File: src/rtl/rth_pkg.sv
`timescale 1ns / 1ps
`default_nettype none
// ----------------------------------------------------------------------------
// rth_pkg
// Shared types and constants of the RGB to HSV converter.
// ----------------------------------------------------------------------------
package rth_pkg;

    typedef logic [1:0] t_sector;

    localparam t_sector SEC_RED   = 2'd0;
    localparam t_sector SEC_GREEN = 2'd1;
    localparam t_sector SEC_BLUE  = 2'd2;

    // extra bits that the hue numerator and six times chroma need over a channel
    localparam int HUE_EXTRA_BITS = 3;

endpackage

`default_nettype wire

File: src/rtl/rth_stream_if.sv
`timescale 1ns / 1ps
`default_nettype none
// ----------------------------------------------------------------------------
// rth stream interfaces
// Valid/ready channels carrying one RGB pixel and one HSV pixel per item.
// ----------------------------------------------------------------------------
interface rth_rgb_if #(
    parameter int CHANNEL_BITS = 8
) ();
    logic                    valid;
    logic                    ready;
    logic [CHANNEL_BITS-1:0] red_in;
    logic [CHANNEL_BITS-1:0] green_in;
    logic [CHANNEL_BITS-1:0] blue_in;

    modport source (output valid, output red_in, output green_in, output blue_in,
                    input ready);
    modport sink   (input valid, input red_in, input green_in, input blue_in,
                    output ready);
endinterface

interface rth_hsv_if #(
    parameter int CHANNEL_BITS  = 8,
    parameter int FRACTION_BITS = 16
) ();
    logic                     valid;
    logic                     ready;
    logic [FRACTION_BITS-1:0] hue_out;
    logic [FRACTION_BITS-1:0] saturation_out;
    logic [CHANNEL_BITS-1:0]  value_out;

    modport source (output valid, output hue_out, output saturation_out,
                    output value_out, input ready);
    modport sink   (input valid, input hue_out, input saturation_out,
                    input value_out, output ready);
endinterface

`default_nettype wire

File: src/rtl/rgb_to_hsv_converter.sv
`timescale 1ns / 1ps
`default_nettype none
// ----------------------------------------------------------------------------
// rgb_to_hsv_converter
// RGB pixel in, HSV pixel out: hue and saturation as Q0.FRACTION_BITS, value at channel width.
//
//   channel  direction  payload                                   handshake
//   i_rgb    in         red_in, green_in, blue_in                 valid/ready
//   o_hsv    out        hue_out, saturation_out, value_out        valid/ready
//
// One item per cycle sustained while o_hsv is not stalled; the two pipelined
// dividers produce one quotient bit per stage.
// Reset clears the valid bits only; data registers are not reset.
// A stall on o_hsv freezes the whole pipeline; i_rgb.ready falls with it.
// ----------------------------------------------------------------------------
module rgb_to_hsv_converter #(
    parameter int CHANNEL_BITS  = 8,
    parameter int FRACTION_BITS = 16
) (
    input  wire logic  i_clk,
    input  wire logic  i_rst_n,
    rth_rgb_if.sink    i_rgb,
    rth_hsv_if.source  o_hsv
);
    import rth_pkg::*;

    localparam int CB = CHANNEL_BITS;
    localparam int FB = FRACTION_BITS;
    localparam int HW = CB + HUE_EXTRA_BITS;
    localparam int NW = HW + 1;

    logic w_en;

    // stage 1: input register
    logic          r_s1_vld;
    logic [CB-1:0] r_s1_red, r_s1_green, r_s1_blue;

    // stage 2: max, chroma, sector
    logic          r_s2_vld;
    logic [CB-1:0] r_s2_v, r_s2_c;
    logic [CB:0]   r_s2_diff;
    t_sector       r_s2_sec;
    logic [CB-1:0] n_max, n_min;
    logic [CB:0]   n_diff;
    t_sector       n_sec;

    // stage 3: hue numerator and divisors
    logic          r_s3_vld;
    logic [CB-1:0] r_s3_v, r_s3_c;
    logic [HW-1:0] r_s3_num, r_s3_den;
    logic          r_s3_czero, r_s3_vzero, r_s3_sfull;
    logic [NW-1:0] n_base;
    logic [NW-1:0] n_num_s;
    logic [NW-1:0] n_wrap;
    logic [HW-1:0] n_six;

    // divider sideband
    logic [FB-1:0] r_d_vld;
    logic [CB-1:0] r_d_v     [FB];
    logic          r_d_czero [FB];
    logic          r_d_vzero [FB];
    logic          r_d_sfull [FB];
    logic [FB-1:0] w_hue_quo, w_sat_quo;

    // output register
    logic          r_o_vld;
    logic [FB-1:0] r_o_hue, r_o_sat;
    logic [CB-1:0] r_o_val;

    assign w_en        = !r_o_vld || o_hsv.ready;
    assign i_rgb.ready = w_en;

    always_ff @(posedge i_clk) begin
        if (!i_rst_n) begin
            r_s1_vld <= 1'b0;
            r_s2_vld <= 1'b0;
            r_s3_vld <= 1'b0;
            r_d_vld  <= '0;
            r_o_vld  <= 1'b0;
        end else if (w_en) begin
            r_s1_vld <= i_rgb.valid;
            r_s2_vld <= r_s1_vld;
            r_s3_vld <= r_s2_vld;
            r_d_vld  <= {r_d_vld[FB-2:0], r_s3_vld};
            r_o_vld  <= r_d_vld[FB-1];
        end
    end

    always_ff @(posedge i_clk) begin
        if (w_en) begin
            r_s1_red   <= i_rgb.red_in;
            r_s1_green <= i_rgb.green_in;
            r_s1_blue  <= i_rgb.blue_in;
        end
    end

    always_comb begin
        n_max = (r_s1_red > r_s1_green) ? r_s1_red : r_s1_green;
        n_max = (n_max > r_s1_blue) ? n_max : r_s1_blue;
        n_min = (r_s1_red < r_s1_green) ? r_s1_red : r_s1_green;
        n_min = (n_min < r_s1_blue) ? n_min : r_s1_blue;
        if (n_max == r_s1_red) begin
            n_sec  = SEC_RED;
            n_diff = {1'b0, r_s1_green} - {1'b0, r_s1_blue};
        end else if (n_max == r_s1_green) begin
            n_sec  = SEC_GREEN;
            n_diff = {1'b0, r_s1_blue} - {1'b0, r_s1_red};
        end else begin
            n_sec  = SEC_BLUE;
            n_diff = {1'b0, r_s1_red} - {1'b0, r_s1_green};
        end
    end

    always_ff @(posedge i_clk) begin
        if (w_en) begin
            r_s2_v    <= n_max;
            r_s2_c    <= n_max - n_min;
            r_s2_diff <= n_diff;
            r_s2_sec  <= n_sec;
        end
    end

    always_comb begin
        case (r_s2_sec)
            SEC_GREEN: n_base = {3'b000, r_s2_c, 1'b0};
            SEC_BLUE:  n_base = {2'b00, r_s2_c, 2'b00};
            default:   n_base = '0;
        endcase
        n_six   = {1'b0, r_s2_c, 2'b00} + {2'b00, r_s2_c, 1'b0};
        n_num_s = n_base + {{HUE_EXTRA_BITS{r_s2_diff[CB]}}, r_s2_diff};
        // wrap negative red sector by one full turn
        n_wrap  = n_num_s[NW-1] ? (n_num_s + {1'b0, n_six}) : n_num_s;
    end

    always_ff @(posedge i_clk) begin
        if (w_en) begin
            r_s3_v     <= r_s2_v;
            r_s3_c     <= r_s2_c;
            r_s3_num   <= n_wrap[HW-1:0];
            r_s3_den   <= n_six;
            r_s3_czero <= (r_s2_c == '0);
            r_s3_vzero <= (r_s2_v == '0);
            r_s3_sfull <= (r_s2_c == r_s2_v);
        end
    end

    rth_divider #(
        .DW (HW),
        .QW (FB)
    ) u_hue_div (
        .i_clk (i_clk),
        .i_en  (w_en),
        .i_num (r_s3_num),
        .i_den (r_s3_den),
        .o_quo (w_hue_quo)
    );

    rth_divider #(
        .DW (CB),
        .QW (FB)
    ) u_sat_div (
        .i_clk (i_clk),
        .i_en  (w_en),
        .i_num (r_s3_c),
        .i_den (r_s3_v),
        .o_quo (w_sat_quo)
    );

    always_ff @(posedge i_clk) begin
        if (w_en) begin
            r_d_v[0]     <= r_s3_v;
            r_d_czero[0] <= r_s3_czero;
            r_d_vzero[0] <= r_s3_vzero;
            r_d_sfull[0] <= r_s3_sfull;
            for (int k = 1; k < FB; k++) begin
                r_d_v[k]     <= r_d_v[k-1];
                r_d_czero[k] <= r_d_czero[k-1];
                r_d_vzero[k] <= r_d_vzero[k-1];
                r_d_sfull[k] <= r_d_sfull[k-1];
            end
        end
    end

    always_ff @(posedge i_clk) begin
        if (w_en) begin
            r_o_val <= r_d_v[FB-1];
            r_o_hue <= r_d_czero[FB-1] ? '0 : w_hue_quo;
            if (r_d_vzero[FB-1]) begin
                r_o_sat <= '0;
            end else if (r_d_sfull[FB-1]) begin
                r_o_sat <= '1;
            end else begin
                r_o_sat <= w_sat_quo;
            end
        end
    end

    assign o_hsv.valid          = r_o_vld;
    assign o_hsv.hue_out        = r_o_hue;
    assign o_hsv.saturation_out = r_o_sat;
    assign o_hsv.value_out      = r_o_val;

`ifndef NO_ASSERTIONS
    a_stall_freezes: assert property (@(posedge i_clk) disable iff (!i_rst_n)
        !w_en |=> $stable(r_d_vld) && $stable(r_s3_num) && $stable(r_s1_vld))
        else $error("pipeline moved during a stall");

    a_black_pixel: assert property (@(posedge i_clk) disable iff (!i_rst_n)
        o_hsv.valid && (o_hsv.value_out == '0) |->
            (o_hsv.saturation_out == '0) && (o_hsv.hue_out == '0))
        else $error("black pixel with nonzero hue or saturation");

    a_gray_hue: assert property (@(posedge i_clk) disable iff (!i_rst_n)
        o_hsv.valid && (o_hsv.saturation_out == '0) |-> (o_hsv.hue_out == '0))
        else $error("zero saturation with nonzero hue");

    a_reset_empty: assert property (@(posedge i_clk)
        !i_rst_n |=> !o_hsv.valid && (r_d_vld == '0))
        else $error("pipeline not empty after reset");
`endif

endmodule

`default_nettype wire

File: src/rtl/rth_divider.sv
`timescale 1ns / 1ps
`default_nettype none
// ----------------------------------------------------------------------------
// rth_divider
// Pipelined restoring divider, one quotient bit per stage. Gives
// floor(num * 2^QW / den) for num < den; the QW stages advance only on i_en.
// ----------------------------------------------------------------------------
module rth_divider #(
    parameter int DW = 11,
    parameter int QW = 16
) (
    input  wire logic          i_clk,
    input  wire logic          i_en,
    input  wire logic [DW-1:0] i_num,
    input  wire logic [DW-1:0] i_den,
    output logic      [QW-1:0] o_quo
);

    logic [DW-1:0] r_rem [QW-1];
    logic [DW-1:0] r_den [QW-1];
    logic [QW-1:0] r_quo [QW];

    for (genvar k = 0; k < QW; k++) begin : g_stage
        logic [DW-1:0] w_rem_in;
        logic [DW-1:0] w_den_in;
        logic [QW-1:0] w_quo_in;
        logic [DW:0]   w_shift;
        logic          w_bit;

        if (k == 0) begin : g_first
            assign w_rem_in = i_num;
            assign w_den_in = i_den;
            assign w_quo_in = '0;
        end else begin : g_next
            assign w_rem_in = r_rem[k-1];
            assign w_den_in = r_den[k-1];
            assign w_quo_in = r_quo[k-1];
        end

        assign w_shift = {w_rem_in, 1'b0};
        assign w_bit   = (w_shift >= {1'b0, w_den_in});

        always_ff @(posedge i_clk) begin
            if (i_en) begin
                r_quo[k] <= {w_quo_in[QW-2:0], w_bit};
            end
        end

        if (k < QW - 1) begin : g_carry
            logic [DW:0] w_diff;

            assign w_diff = w_shift - {1'b0, w_den_in};

            always_ff @(posedge i_clk) begin
                if (i_en) begin
                    r_rem[k] <= w_bit ? w_diff[DW-1:0] : w_shift[DW-1:0];
                    r_den[k] <= w_den_in;
                end
            end
        end
    end

    assign o_quo = r_quo[QW-1];

endmodule

`default_nettype wire
File: src/flat_wrapper.sv
// flat-port wrapper written by rule: the top's interface ports become plain ports
module rgb_to_hsv_converter_flat import rth_pkg::*;
#(
    parameter int CHANNEL_BITS  = 8,
    parameter int FRACTION_BITS = 16
)
  (i_clk, i_rst_n, i_rgb_valid, i_rgb_red_in, i_rgb_green_in, i_rgb_blue_in, i_rgb_ready, o_hsv_valid, o_hsv_hue_out, o_hsv_saturation_out, o_hsv_value_out, o_hsv_ready);
  rth_rgb_if #(.CHANNEL_BITS(CHANNEL_BITS)) i_rgb_i ();
  rth_hsv_if #(.CHANNEL_BITS(CHANNEL_BITS), .FRACTION_BITS(FRACTION_BITS)) o_hsv_i ();
  input  wire logic i_clk;
  input  wire logic i_rst_n;
  input wire logic [$bits(i_rgb_i.valid)-1:0] i_rgb_valid;
  input wire logic [$bits(i_rgb_i.red_in)-1:0] i_rgb_red_in;
  input wire logic [$bits(i_rgb_i.green_in)-1:0] i_rgb_green_in;
  input wire logic [$bits(i_rgb_i.blue_in)-1:0] i_rgb_blue_in;
  output wire logic [$bits(i_rgb_i.ready)-1:0] i_rgb_ready;
  output wire logic [$bits(o_hsv_i.valid)-1:0] o_hsv_valid;
  output wire logic [$bits(o_hsv_i.hue_out)-1:0] o_hsv_hue_out;
  output wire logic [$bits(o_hsv_i.saturation_out)-1:0] o_hsv_saturation_out;
  output wire logic [$bits(o_hsv_i.value_out)-1:0] o_hsv_value_out;
  input wire logic [$bits(o_hsv_i.ready)-1:0] o_hsv_ready;
  assign i_rgb_i.valid = i_rgb_valid;
  assign i_rgb_i.red_in = i_rgb_red_in;
  assign i_rgb_i.green_in = i_rgb_green_in;
  assign i_rgb_i.blue_in = i_rgb_blue_in;
  assign i_rgb_ready = i_rgb_i.ready;
  assign o_hsv_valid = o_hsv_i.valid;
  assign o_hsv_hue_out = o_hsv_i.hue_out;
  assign o_hsv_saturation_out = o_hsv_i.saturation_out;
  assign o_hsv_value_out = o_hsv_i.value_out;
  assign o_hsv_i.ready = o_hsv_ready;
  rgb_to_hsv_converter #(.CHANNEL_BITS(CHANNEL_BITS), .FRACTION_BITS(FRACTION_BITS)) u_core (.i_clk(i_clk), .i_rst_n(i_rst_n), .i_rgb(i_rgb_i), .o_hsv(o_hsv_i));
endmodule
File: config.mk
export PLATFORM = sky130hd
export DESIGN_NAME = rgb_to_hsv_converter_flat
export DESIGN_NICKNAME = d
export VERILOG_FILES = /design/src/rtl/rth_pkg.sv /design/src/rtl/rth_stream_if.sv /design/src/rtl/rgb_to_hsv_converter.sv /design/src/rtl/rth_divider.sv /design/src/flat_wrapper.sv
export SDC_FILE = /design/constraint.sdc
export NUM_CORES = 2
export LEC_CHECK = 0
export CAP_MARGIN = 40
export CORE_MARGIN = 2
export CORE_UTILIZATION = 64
export DETAILED_ROUTE_END_ITERATION = 10
export DONT_BUFFER_PORTS = 1
export PLACE_DENSITY = 0.79
export SETUP_SLACK_MARGIN = 0.4
export SKIP_LAST_GASP = 1
export SLEW_MARGIN = 0
export SYNTH_ARGS = -nofsm -noshare
export SYNTH_HDL_FRONTEND = slang
export SYNTH_SLANG_ARGS = --single-unit
File: constraint.sdc
create_clock -name i_clk -period 43.4 [get_ports i_clk]
set_input_delay 2.17 -clock i_clk [delete_from_list [all_inputs] [get_ports i_clk]]
set_output_delay 2.17 -clock i_clk [all_outputs]
set_load 0.01 [all_outputs]
### Word-level counts from Yosys, hierarchy flattened

Memories as Yosys holds them, arrays and structs flattened. A register that Yosys moved wholly into a read port is not among the register bits.
Cells that the tools add are included.

* reductions and logical operators: 4
* equal/unequal tests: 5
* muxes and demuxes: 42
* $add $sub $neg: 37
* order comparisons: 36

Operators with widths (count)
* $ge 12x11->1: 16
* $mux 11: 16
* $sub 11x11->11: 15
* $mux 8: 19
* $ge 9x8->1: 16
* $sub 8x8->8: 16
* $sub 8x8->9: 3
* $eq 8x8->1: 3
* $pmux 10 s2: 1
* $mux 9: 2
* $gt 8x8->1: 2
* $logic_not 8->1: 2
* $lt 8x8->1: 2
* $mux 16: 1
* $add 11x9->12: 1
* $add 10x9->11: 1
* $add 11x11->11: 1
* $eq 2x1->1 const B: 1
* $eq 2x2->1 const B: 1
* $mux 1: 2
* $mux 2: 1
* $logic_not 1->1: 1
* $logic_or 1x1->1: 1

* memories kept: 10
* register bits: 128
* bits of input ports: 28
* RAM bits: 1258

Memories
* u_core.u_hue_div.r_quo: words 16, bits a word 16, read ports 16, clocked after memory_dff 1, wr ports 16, line rth_divider.sv:21 `logic [QW-1:0] r_quo [QW];`
* u_core.u_sat_div.r_quo: words 16, bits a word 16, read ports 16, clocked after memory_dff 0, wr ports 16, line rth_divider.sv:21
* u_core.u_hue_div.r_den: words 15, bits a word 11, read ports 15, clocked after memory_dff 0, wr ports 15, line rth_divider.sv:20 `logic [DW-1:0] r_den [QW-1];`
* u_core.u_hue_div.r_rem: words 15, bits a word 11, read ports 15, clocked after memory_dff 0, wr ports 15, line rth_divider.sv:19 `logic [DW-1:0] r_rem [QW-1];`
* u_core.r_d_v: words 16, bits a word 8, read ports 16, clocked after memory_dff 1, wr ports 16, line rgb_to_hsv_converter.sv:59 `logic [CB-1:0] r_d_v [FB];`
* u_core.u_sat_div.r_den: words 15, bits a word 8, read ports 15, clocked after memory_dff 0, wr ports 15, line rth_divider.sv:20
* 4 more memories

### Depth between registers and ports, before layout

* depth in word-level cells: 7
* gate-level depth with buffers: 22
* mapped depth without buffers: 20

### Hierarchy

From an unflattened synthesis, not the netlist that was laid out.

* cell total of the unflattened synthesis: 4344
* area, all modules: 57518.9 µm²

Modules (own cells, without submodules)
* rth_divider (u_core.u_hue_div): area an instance 24726.2 µm², times used 1, cells each 1976, sequential area each 13993.4 µm²
* rth_divider (u_core.u_sat_div): area an instance 18433.9 µm², times used 1, cells each 1366, sequential area each 11290.8 µm²
* rgb_to_hsv_converter: area an instance 14358.8 µm², times used 1, cells each 1002, sequential area each 9589.2 µm²

### Worst setup path after synthesis

Ideal clock, no wire load.

* path type: input -> output
* start: input port o_hsv_ready
* end: output port i_rgb_ready
* cell stages on the path: 3
* arrival time: 29481 ps
* required time: 41230 ps
* setup slack: 11749 ps
* path through: nor2b_1 > inv_1 > clkbuf_1

* cells in the longest elaborated chain, start to end: 1

RTL lines
* start: declaration: line flat_wrapper.sv:21 `input wire logic [$bits(o_hsv_i.ready)-1:0] o_hsv_ready;`
* $logic_or 1x1->1: line rgb_to_hsv_converter.sv:70 `assign w_en = !r_o_vld || o_hsv.ready;`
* end: declaration: line flat_wrapper.sv:16 `output wire logic [$bits(i_rgb_i.ready)-1:0] i_rgb_ready;`

No other way between the ends.

### Worst setup path in the final report

* start: register u_core.r_s1_green[1]
* end: register u_core.r_s2_c[6], data pin

* cells in the longest elaborated chain, start to end: 5

RTL lines
* start: declaration: line rgb_to_hsv_converter.sv:36 `logic [CB-1:0] r_s1_red, r_s1_green, r_s1_blue;`
* start signal: assignment: line rgb_to_hsv_converter.sv:92 `r_s1_green <= i_rgb.green_in;`
* $gt 8x8->1 or $lt 8x8->1 (tied branches): line rgb_to_hsv_converter.sv:98, rgb_to_hsv_converter.sv:100
* $mux 8, on equally long branches: line rgb_to_hsv_converter.sv:98, rgb_to_hsv_converter.sv:100
* $gt 8x8->1 or $lt 8x8->1 (tied branches): line rgb_to_hsv_converter.sv:99, rgb_to_hsv_converter.sv:101
* $mux 8, on equally long branches: line rgb_to_hsv_converter.sv:99, rgb_to_hsv_converter.sv:101
* $sub 8x8->8 *: line rgb_to_hsv_converter.sv:117 `r_s2_c <= n_max - n_min;`
* end signal: assignment: line rgb_to_hsv_converter.sv:117
* end: declaration: line rgb_to_hsv_converter.sv:40 `logic [CB-1:0] r_s2_v, r_s2_c;`

Mark *: on every way between the ends. The rest lies on a longest branch, timed or not.
A chain may end at the register's enable or synchronous reset.

==> impl_metrics.ini <==
[finish]
final_common_cell = edfxtp_1
instances_no_fill = 5039
areaGrowthSynthToFinish_pct = 9.45
layout_common_cells = 998 x edfxtp_1, 571 x inv_1, 363 x ha_1
final_nets = 4351
drive_gt1_share_pct = 7.99
final_util_pct = 70.9

[logic_synthesis]
seq_area_frac_synth_pct = 61.7
synth_area_leader_cell = edfxtp_1
synth_flop_cell = edfxtp_1
synthArstFlopShare_pct = 0
synth_nets = 4270
ys_types = 73
synth_simple_gate_area_share_pct = 7.39
synth_fa_ha_area_share_pct = 10.7
yosysWarnings = 0
synth_compound_area_share_pct = 9.10
ys_top_cells_by_area = edfxtp_1 61%, ha_1 9.2%, inv_1 4.4%, o21ai_0 2.6%, mux2_2 2.6%
synth_top_family_by_area = adder cells
avgSynthCellArea_um2 = 12.8
postSynthCellCount = 3843
synth_area_um2 = 49200
synthXorXnorAreaFrac_pct = 3.01
synth_edf_count = 998
yosys-mux-area-fraction_pct = 3.44
synth_seq_cells = 1018
yosysTopAreaCellShare_pct = 60.9

[power]
p_leak_uw = 0.0222
vdd_ir_drop_max_mv = 0.0652
p_per_area_nw_per_um2 = 87.6

[setup_path]
critical_path_class = flip-flop to flip-flop
crit_path_end_kind = flip-flop
start_kind = flip-flop
critPathMaxStageDelay_ns = 0.65
critical_path.cell_chain = inv_1 > ha_1 > and3b_1 > o211a_1 > nor2_1 > o21ai_0 > ha_1 > a21o_1 > a21oi_1 > o221ai_1 > a31oi_4 > mux2i_1 > xnor2_1 > ha_1 > a21oi_1 > o21ai_1 > maj3_2 > a21oi_2 > xnor2_1
worstPathMaxFanout = 13
cp_data_arrival_time_ns = 6.17
path_common_cell = ha_1
cp.required_ns = 43.82
cp_slowest_cell = nor2_1

[clock_network]
clock-sinks = 1018
clock_latency_ns = 0.67
ctsHoldBuffers = 0
cts_setup_buffers = 0
cts_max_level = 3
clockBufferDepth = 3
post_cts_resized = 0
clk_pin_slew_ns = 0.06
cts_tree = built
clock-root-buffer = clkbuf_16
cts_made_buffers = 102

[grt]
overflow = 0
grt_antenna_before_repair = 3
grt_pass1_wl_um = 137000
grt_pass1_vias = 28900
grt_util_met3_pct = 3.46
grt_max_degree = 207
grt_busiest_layer = met2
use_met2_pct = 39.6
grt_util_all_layers_pct = 21.5
grtUsageMet1_pct = 25.2

[placed_design]
dpl_worst_slack_ns = 37.47
place_congestion = 0.909
post-dp-hpwl_um = 57400
dp_cells = 4849
numPortBuffers = 0

[floorplanning]
core-area_um2 = 76100
initial_utilization_pct = 64.7
die_h_um = 281
row_count = 101
top_level_ports = 70
dieWidth_um = 281
die_area_um2 = 79200

[hold_path]
worst_hold_path_type = flip-flop to flip-flop

[sta]
final.min_clock_period_ns = 5.74
maxSlewViolCount = 0
setup_tns_ns = 0
clock.fmax_ghz = 0.174
fin_crit_sh_pct = 13.2
slew_headroom_pct = 27.1
fin_skew_ns = 0.0269
setup-violations-final = 0
rsz0062_at_grt = false
finalWorstSetupSlack_ns = 37.66
hold_ws_ns = 0.409
worstMarginPinSlew_ns = 1.09
hold_viol = 0

[routing]
routed_wl_um = 83200
vias = 28000
drc = 0
firstDrtPassIters = 7
routedWlPerCell_um = 16.5
drtAntennaViolNets = 0
via_per_inst = 5.56
drtIter0Drc = 1821

[run_status]
outcome = complete, no violations

[flow_run]
max-cap-violations = 0
[worst paths after layout]
path	from	endpoint	slack, ns	cells after the start
hold reg to reg	u_core.r_d_vzero[1][0]$_DFFE_PP_	u_core.r_d_vzero[1][1]$_DFFE_PP_	0.41	0
setup / recovery	u_core.r_s1_green[1]$_DFFE_PP_	u_core.r_s2_c[6]$_DFFE_PP_	37.66	19
hold / removal	u_core.r_d_vzero[1][0]$_DFFE_PP_	u_core.r_d_vzero[1][1]$_DFFE_PP_	0.41	0
setup reg to reg	u_core.r_s1_green[1]$_DFFE_PP_	u_core.r_s2_c[6]$_DFFE_PP_	37.66	19
[registers in the layout (all words and copies together) (netlist names), 11 cells and up]
register and count:
u_core.u_hue_div.r_rem 150, u_core.u_hue_div.r_quo 136, u_core.o_hsv.hue_out 16, u_core.r_d_vld 16, u_core.u_sat_div.r_rem 120, u_core.u_sat_div.r_quo 136, u_core.u_sat_div.r_den 118, u_core.r_d_sfull 16
u_core.r_d_vzero 16, u_core.o_hsv.saturation_out 16, u_core.u_hue_div.r_den 150, u_core.r_d_czero 16, u_core.r_s3_num 11
[where the power goes]
part           switching, uW  internal [uW]  leakage (uW)  total (uW)
Combinational           1060            907        0.0101        1970
Sequential               218           1680        0.0105        1890
Clock                    369            493       0.00162         862
[logic make-up after synthesis]
kind of cell / after synthesis
compound gates: 703
buf+inv: 610
simple gates: 789
flops: 1018
mux: 154
fa+ha+maj: 400
xor+xnor: 169
[through the flow]
stage / instance area [um^2] / total power, uW
finish: 53900 / 4720
global route: 53900 / 5090
CTS: 53900 / 4750
detailed placement: 50600 / 3850
global placement: 50500 / 3760
floorplan: 49200 / 3380
[cells in the mapped netlist (all sizes together), types with 3 or more instances]
| library cell | instances |
|---|---|
| clkbuf | 31 |
| and2 | 5 |
| o31a | 14 |
| or4 | 3 |
| nand2b | 30 |
| nor3 | 17 |
| o22ai | 3 |
| a211oi | 5 |
| a21oi | 139 |
| a211o | 13 |
| and3 | 42 |
| o221ai | 11 |
| nand2 | 229 |
| mux2 | 114 |
| nand3 | 33 |
| xnor2 | 107 |
| a22oi | 11 |
| fa | 36 |
| a221oi | 15 |
| dfxtp | 20 |
| a21o | 35 |
| o21bai | 26 |
| xor2 | 62 |
| edfxtp | 998 |
| buf | 7 |
| o21ai | 255 |
| o21a | 27 |
| ha | 363 |
| mux2i | 40 |
| o31ai | 38 |
| a311oi | 15 |
| a21boi | 80 |
| nand4 | 47 |
| inv | 572 |
| nor2 | 297 |
| nor2b | 77 |
[cell type report]
type                            instances  area, um^2
Sequential cell                      1018       30400
Clock buffer                          124        2660
Tap cell                             1030        1290
Multi-Input combinational cell       2215       16600
Inverter                              572        2150
Antenna cell                            3        7.51
Fill cell                            5008       22200
Clock inverter                         62         643
Timing Repair Buffer                   15         210
[critical path, delay by kind of cell, from the launching register on]
family	cells	cell delay (ns)
AND/OR/NAND/NOR	2	0.88
AO/OA/AOI/OAI	9	2.03
XOR/XNOR	2	0.20
adder cells (fa/ha/maj)	4	1.20
multiplexers	1	0.47
flip-flops	1	0.46
buffers and inverters	1	0.27
[routing by layer]
layer  share of wire [%]  vias up
li1                    -    13900
met1                  40    13500
met2                  53      502
met3                 3.6      201
met4                 3.5        0
met5                   0        -
Power figures use the tool's default switching activity.
